`config.mk`:
```
export PLATFORM = sky130hd
export DESIGN_NAME = chi_ctrl
export DESIGN_NICKNAME = d
export VERILOG_FILES = /design/src/hw/rtl/chi_pkg.sv /design/src/hw/rtl/chi_ctrl.sv
export SDC_FILE = /design/constraint.sdc
export NUM_CORES = 1
export LEC_CHECK = 0
export BUFFER_PORTS_ARGS = -buffer_cell sky130_fd_sc_hd__buf_2
export CORE_AREA = 2 2 39 41
export DETAILED_ROUTE_END_ITERATION = 8
export DIE_AREA = 0 0 41 43
export GPL_ROUTABILITY_DRIVEN = 1
export GPL_TIMING_DRIVEN = 0
export REMOVE_ABC_BUFFERS = 1
export SLEW_MARGIN = 20
export SYNTH_ARGS = -nofsm -noshare
export SYNTH_HDL_FRONTEND = slang
export SYNTH_SLANG_ARGS = --single-unit
```
`constraint.sdc`:
```
create_clock -name clk_i -period 1.3 [get_ports clk_i]
set_input_delay 0.065 -clock clk_i [delete_from_list [all_inputs] [get_ports clk_i]]
set_output_delay 0.065 -clock clk_i [all_outputs]
set_load 0.05 [all_outputs]
```
`src/hw/rtl/chi_pkg.sv`:
```
// Shared types and constants for the chained hash table block.
// Used by the interfaces and by every module under hw/rtl but chi_ram; depends on nothing else.
`timescale 1ns / 1ps

package chi_pkg;

  // Table geometry
  localparam int MAX_BUCKETS = 256;
  localparam int POOL_DEPTH  = 64;
  localparam int RESULT_CAP  = 64;
  localparam int LIMIT_MAX   = (POOL_DEPTH < RESULT_CAP) ? POOL_DEPTH : RESULT_CAP;

  // Field and register widths
  localparam int CMD_W   = 2;
  localparam int VALUE_W = 31;
  localparam int SEL_W   = 8;
  localparam int BCNT_W  = 9;
  localparam int CAP_W   = 7;
  localparam int CFG_IDX_W  = 2;
  localparam int CFG_DATA_W = 9;

  localparam int BKT_AW   = $clog2(MAX_BUCKETS);
  localparam int NODE_AW  = $clog2(POOL_DEPTH);
  localparam int CNT_W    = $clog2(POOL_DEPTH + 1);
  localparam int DIV_CNT_W = $clog2(VALUE_W);

  // Command codes
  localparam logic [CMD_W-1:0] CMD_INSERT = 2'd0;
  localparam logic [CMD_W-1:0] CMD_READ   = 2'd1;
  localparam logic [CMD_W-1:0] CMD_CLEAR  = 2'd2;

  // Configuration register indexes
  localparam logic [CFG_IDX_W-1:0] REG_BUCKET_COUNT = 2'd0;
  localparam logic [CFG_IDX_W-1:0] REG_CAPACITY     = 2'd1;

  typedef enum logic [3:0] {
    S_IDLE,
    S_DECODE,
    S_DIV,
    S_BKT_RD,
    S_LINK,
    S_FIX,
    S_EMPTY,
    S_HEAD,
    S_EMIT
  } chi_state_e;

  // Controller to datapath commands
  typedef struct packed {
    logic latch_item;
    logic div_start;
    logic clear_tbl;
    logic bkt_rd_key;
    logic bkt_rd_sel;
    logic link;
    logic fix;
    logic cnt_inc;
    logic node_rd_head;
    logic node_rd_next;
    logic load_empty;
    logic load_entry;
  } chi_ctl_t;

  // Datapath to controller status
  typedef struct packed {
    logic [CMD_W-1:0] cmd;
    logic             insert_ok;
    logic             sel_valid;
    logic             key_valid;
    logic             div_done;
    logic             out_free;
    logic             chain_end;
  } chi_sts_t;

endpackage

```
`src/hw/rtl/chi_ctrl.sv`:
```
// Controller state machine: sequences insert, read and clear over the datapath.
// Depends on chi_pkg for the state enum and the command/status structs.
`timescale 1ns / 1ps

module chi_ctrl (
  input  logic              clk_i,
  input  logic              rst_ni,
  input  logic              in_valid_i,
  output logic              in_ready_o,
  input  chi_pkg::chi_sts_t sts_i,
  output chi_pkg::chi_ctl_t ctl_o
);

  chi_pkg::chi_state_e state_q, state_d;

  // State register
  always_ff @(posedge clk_i or negedge rst_ni) begin
    if (!rst_ni) begin
      state_q <= chi_pkg::S_IDLE;
    end else begin
      state_q <= state_d;
    end
  end

  // Next state
  always_comb begin
    state_d = state_q;
    unique case (state_q)
      chi_pkg::S_IDLE: begin
        if (in_valid_i) begin
          state_d = chi_pkg::S_DECODE;
        end
      end
      chi_pkg::S_DECODE: begin
        priority if (sts_i.cmd == chi_pkg::CMD_INSERT) begin
          state_d = sts_i.insert_ok ? chi_pkg::S_DIV : chi_pkg::S_IDLE;
        end else if (sts_i.cmd == chi_pkg::CMD_READ) begin
          state_d = sts_i.sel_valid ? chi_pkg::S_HEAD : chi_pkg::S_EMPTY;
        end else begin
          state_d = chi_pkg::S_IDLE;
        end
      end
      chi_pkg::S_DIV: begin
        if (sts_i.div_done) begin
          state_d = chi_pkg::S_BKT_RD;
        end
      end
      chi_pkg::S_BKT_RD: state_d = chi_pkg::S_LINK;
      chi_pkg::S_LINK: begin
        state_d = sts_i.key_valid ? chi_pkg::S_FIX : chi_pkg::S_IDLE;
      end
      chi_pkg::S_FIX: state_d = chi_pkg::S_IDLE;
      chi_pkg::S_EMPTY: begin
        if (sts_i.out_free) begin
          state_d = chi_pkg::S_IDLE;
        end
      end
      chi_pkg::S_HEAD: state_d = chi_pkg::S_EMIT;
      chi_pkg::S_EMIT: begin
        if (sts_i.out_free && sts_i.chain_end) begin
          state_d = chi_pkg::S_IDLE;
        end
      end
      default: state_d = chi_pkg::S_IDLE;
    endcase
  end

  // Outputs
  always_comb begin
    ctl_o      = '0;
    in_ready_o = 1'b0;
    unique case (state_q)
      chi_pkg::S_IDLE: begin
        in_ready_o       = 1'b1;
        ctl_o.latch_item = in_valid_i;
      end
      chi_pkg::S_DECODE: begin
        priority if (sts_i.cmd == chi_pkg::CMD_INSERT) begin
          ctl_o.div_start = sts_i.insert_ok;
        end else if (sts_i.cmd == chi_pkg::CMD_READ) begin
          ctl_o.bkt_rd_sel = sts_i.sel_valid;
        end else if (sts_i.cmd == chi_pkg::CMD_CLEAR) begin
          ctl_o.clear_tbl = 1'b1;
        end else begin
          ctl_o.clear_tbl = 1'b0;
        end
      end
      chi_pkg::S_DIV: begin
        ctl_o.bkt_rd_key = sts_i.div_done;
      end
      chi_pkg::S_BKT_RD: begin
        ctl_o = '0;
      end
      chi_pkg::S_LINK: begin
        ctl_o.link    = 1'b1;
        ctl_o.cnt_inc = !sts_i.key_valid;
      end
      chi_pkg::S_FIX: begin
        ctl_o.fix     = 1'b1;
        ctl_o.cnt_inc = 1'b1;
      end
      chi_pkg::S_EMPTY: begin
        ctl_o.load_empty = sts_i.out_free;
      end
      chi_pkg::S_HEAD: begin
        ctl_o.node_rd_head = 1'b1;
      end
      chi_pkg::S_EMIT: begin
        ctl_o.load_entry   = sts_i.out_free;
        ctl_o.node_rd_next = sts_i.out_free && !sts_i.chain_end;
      end
      default: ctl_o = '0;
    endcase
  end

endmodule
```
==> results of run 1 <==
[final cells by class]
cell class | instances | area, µm²
Sequential cell | 4 | 105
Timing Repair Buffer | 48 | 460
Multi-Input combinational cell | 43 | 418
Tap cell | 16 | 20.0
Fill cell | 85 | 354
Inverter | 1 | 3.75
Clock buffer | 3 | 22.5
[kinds of logic (layout without fill, tap and decap cells)]
kind of cell           count (synthesis)  in the layout  share of synthesized area
flip-flops                             4              4                      0.240
buffers and inverters                  5             52                     0.0721
AO/OA/AOI/OAI                         11             11                      0.204
AND/OR/NAND/NOR                       32             32                      0.483
[worst max-delay path, stage by stage, from the launching register on]
cell	delay, ns
dfrtp_2	0.46
nor4b_4	0.31
and2_4	0.18
and2b_1	0.13
buf_6	0.15
[layer usage]
layer  up-vias  track usage  part of all wire
li1        289            -                 -
met1       293        0.235              0.39
met2        19        0.347              0.54
met3         8       0.0209             0.027
met4         0        0.160             0.040
met5         -            0                 0
[what timing repair did]
item | 4_1_cts | 5_1_grt
setup buffers | 20 | 4
hold endpoints to repair | 4 | 0
resized for setup | 46 | 24
endpoints found under the setup margin | 15 | 17
pin swaps | 9 | 11
hold buffers | 1 | 0
[worst paths after layout]
| kind | from | to | depth (start not counted) |
|---|---|---|---|
| worst min-delay path | sts_i[0] | state_q[3] | 3 |
| worst max-delay path | state_q[1] | ctl_o[2] | 4 |
| worst max register to register | state_q[0] | state_q[1] | 6 |
| min in group asynchronous | rst_ni | state_q[0] | 2 |
| max in group asynchronous | rst_ni | state_q[3] | 2 |
| worst min register to register | state_q[3] | state_q[1] | 2 |
[layout by cell type, fill, tap and decap left out, drive strengths merged, types with 2 or more instances in the layout]
cell type / n
buf: 47
nand2b: 5
nor2: 5
nor4: 4
dfrtp: 4
nand2: 4
nor3: 3
and2: 3
clkbuf: 3
nor2b: 3
a21oi: 3
and3: 2
[where the power goes]
part | switching (µW) | leakage, µW | total, µW | internal (µW)
sequential | 138 | 0.0000468 | 317 | 180
clock | 47.9 | 0.0000138 | 151 | 103
combinational | 855 | 0.000408 | 1710 | 852
[per-stage QoR]
stage | utilization | instances | setup TNS [ns] | hold slack (ns)
2_1_floorplan | - | 48 | -5.07 | -0.231
3_3_place_gp | 0.380 | 87 | -1.24 | -0.129
3_5_place_dp | 0.380 | 87 | -1.33 | -0.130
4_1_cts | 0.642 | 111 | -1.97 | 0.112
5_1_grt | 0.744 | 115 | -3.25 | 0.134
6_report | 0.744 | 115 | -2.33 | 0.118
==> results.cfg, run 1 <==
[run]
drv_cap = 0

[yosys]
synth_edf_count = 0
yosys_most_used_dff = dfrtp_1
synth_top_area_share = 0.240
ys_seq_area_frac = 0.240
yosys_warnings = 0
ys_ff_latch = 4
postSynthCellCount = 52
ys_types = 26
synth_area_um2 = 417
synth_area_leaders = dfrtp_1 (24%), nand2b_1 (7.5%), nor4_2 (6.0%)
synth_most_common_cell = nand2b_1
async_reset_ff_frac = 1.00
yosys.area.top_type = dfrtp_1
synth_commonest_cells = nand2b_1 (5), dfrtp_1 (4), nand2_1 (4), nor2_1 (4)
syn_area_per_cell_um2 = 8.01

[floorplanning]
start_util = 0.301
num_rows = 14
die_w_um = 41
io_pins = 24
die_y_um = 43
core-area_um2 = 1380
dieArea_um2 = 1760

[sta]
slew_headroom = 0.818
rsz0062_at_grt = yes
setup_viol = 15
fin_crit_ns = 1.54
timing_hold_violations_final = 0
fin_skew_ns = 0.00110
worst_slew_pin_slew_ns = 0.273
fin_ws_ns = -0.236
period_share = 1.18
slew_viol_final = 0
fmax_ghz = 0.651

[outcome]
violations = negative setup slack
run_status = complete, but fails checks

[placement]
port_buffers = 23
postPlaceCellArea_um2 = 526
pre_cts_ws_ns = -0.254
gp_congestion = 0.749
place_hpwl_um = 744

[routing]
routed_wl_um = 1760
wl_per_cell_um = 15.3
vias = 609
firstDrtPassIters = 4
drtIter0Drc = 7
postRouteAntennaNets = 0
viasPerCell = 5.30
drcViolationCount = 0

[clock_tree]
clkTransAtPathRegs_ns = 0.04
clk_path_buf_depth = 2
h-tree-depth = 1
numCtsBuffers = 3
root_buffer = clkbuf_4
numClockSinks = 4
clk_latency_ns = 0.23
tritoncts = built

[finish]
top_register = state_q
largest_register_ffs = 4
postLayoutCellArea_um2 = 1030
reg.largest.list = state_q: 4 flops
num-nets-final = 112
areaGrowthSynthToFinish_pct = 147
insertedDiodeCount = 0
final_layout_size_suffix_gt1_frac = 0.788

[worst_setup_path]
crit_arrival_ns = 1.47
ff2ff_setup_slack_ns = -0.14
cp.required_ns = 1.24
cp-end-kind = output pin
critical_path_class = flop to output pin
crit_fanout = 5
cp-start-kind = flop

[power_and_ir_drop]
p_leak_uw = 0.000469
powerDensity_nw_per_um2 = 2110
peakVddDrop_mv = 1.19
p_total_uw = 2180

[grt]
antenna_found_initial = 0
grt_max_degree = 9
grt.total_usage = 0.213
first_global_vias = 593
grt_first_pass_wirelength_um = 2500
grt_overflow = 0

[min_path]
hold_class = primary input to flop
Power figures use the tool's default switching activity.
==> inputs of run 2 (changes only) <==
- SETUP_SLACK_MARGIN: default -> 0.3
==> results.cfg, run 2 (synthesis gave the netlist of run 1 again) <==
[sta]
timing_hold_violations_final = 0
worst_slew_pin_slew_ns = 0.248
fin_crit_ns = 1.53
fmax_ghz = 0.652
period_share = 1.18
fin_skew_ns = 0.000923
slew_viol_final = 0
fin_ws_ns = -0.233
setup_viol = 17
rsz0062_at_grt = yes
slew_headroom = 0.833

[power_and_ir_drop]
switching_power_uw = 1070
swShare = 0.487
clockPowerShare = 0.069
p_total_uw = 2200
power.internal_uw = 1130
p_leak_uw = 0.000463
peakVddDrop_mv = 1.20
powerDensity_nw_per_um2 = 2120
pwr-share-seq = 0.136
pwr-share-comb = 0.795

[placement]
port_buffers = 23
place_hpwl_um = 744
gp_congestion = 0.749
dp_cells = 87

[routing]
viasPerCell = 5.31
drtIter0Drc = 15
firstDrtPassIters = 4
routed_wl_um = 1600
postRouteAntennaNets = 0
vias = 605
drcViolationCount = 0
wl_per_cell_um = 14.1

[worst_setup_path]
cp.required_ns = 1.24
ff2ff_setup_slack_ns = -0.23
crit_arrival_ns = 1.47
r2r_end = state_q[1]
rr_worst_depth = 6
crit_fanout = 5
cp-end-kind = output pin
critical_path_class = flop to output pin
r2r-start = state_q[0]
cp-start-kind = flop

[run]
drv_cap = 0

[clock_tree]
clk_latency_ns = 0.23
numCtsBuffers = 3
root_buffer = clkbuf_4
clkTransAtPathRegs_ns = 0.04
clk_path_buf_depth = 2
h-tree-depth = 1
tritoncts = built
numClockSinks = 4

[grt]
antenna_found_initial = 0
grt_max_degree = 9
grt.total_usage = 0.185
grt_first_pass_wirelength_um = 2240
grt_overflow = 0
first_global_vias = 554

[floorplanning]
core-area_um2 = 1380
die_w_um = 41
die_y_um = 43
dieArea_um2 = 1760
num_rows = 14
start_util = 0.301
io_pins = 24

[finish]
reg.largest.list = state_q: 4 flops
largest_register_ffs = 4
top_register = state_q
layout.cells.non_filler = 114
final_cell_mix = buf_4 (17), buf_6 (11), buf_2 (10)
final_layout_size_suffix_gt1_frac = 0.796
num-nets-final = 111
final_common_cell = buf_4
areaGrowthSynthToFinish_pct = 148
insertedDiodeCount = 0

[outcome]
violations = negative setup slack
run_status = complete, but fails checks

[min_path]
hold_depth = 3
hold_class = primary input to flop
hp-start = sts_i[0]
min_to = state_q[3]
run 2: power by group through the flow:
stage	registers, µW	clock network [µW]	logic, µW
finish	298	151	1750
global route	306	171	1840
CTS	302	161	1370
detailed placement	320	0	755
global placement	323	0	743
floorplan	282	0	608
run 2: per-layer routing:
layer / share of wire / vias up / track usage
li1: - / 281 / -
met1: 0.43 / 297 / 0.238
met2: 0.52 / 25 / 0.291
met3: 0.046 / 2 / 0.0157
met4: 0.0087 / 0 / 0.100
met5: 0 / - / 0
run 2: critical path, stage by stage (launching register included):
cell and delay (ns):
dfrtp_2 0.44, buf_12 0.15, nor4_4 0.27, and3b_1 0.21
buf_6 0.16
run 2: cell type report:
cell class	instances	area (µm²)
Timing Repair Buffer	47	442
Clock buffer	3	22.5
Multi-Input combinational cell	43	440
Tap cell	16	20.0
Inverter	1	3.75
Sequential cell	4	105
Fill cell	84	350
run 2: repair_timing:
| action | CTS | global route |
|---|---|---|
| pin swaps | 9 | 7 |
| endpoints found under the setup margin | 17 | 17 |
| hold endpoints to repair | 4 | 0 |
| hold buffers | 1 | 0 |
| setup buffers | 20 | 3 |
| gates resized for setup | 47 | 24 |
run 2: worst max-delay path by stage:
stage	startpoint	endpoint	slack, ns	cells after the start
floorplan	state_q[1]	ctl_o[11]	-0.84	2
global placement	state_q[1]	ctl_o[10]	-0.24	4
detailed placement	state_q[1]	ctl_o[10]	-0.25	4
CTS	state_q[0]	ctl_o[2]	-0.21	4
global route	state_q[0]	ctl_o[2]	-0.32	4
finish	state_q[3]	ctl_o[10]	-0.23	4
run 2: per-stage QoR:
stage | area, µm² | worst slack [ns] | hold WS [ns] | util | setup TNS (ns)
final | 1030 | -0.233 | 0.117 | 0.747 | -2.19
after detailed placement | 526 | -0.254 | -0.130 | 0.380 | -1.33
after floorplan | 390 | -0.837 | -0.231 | - | -5.07
after CTS | 892 | -0.214 | 0.112 | 0.645 | -1.97
after global placement | 526 | -0.238 | -0.129 | 0.380 | -1.24
after global routing | 1030 | -0.316 | 0.134 | 0.747 | -3.24
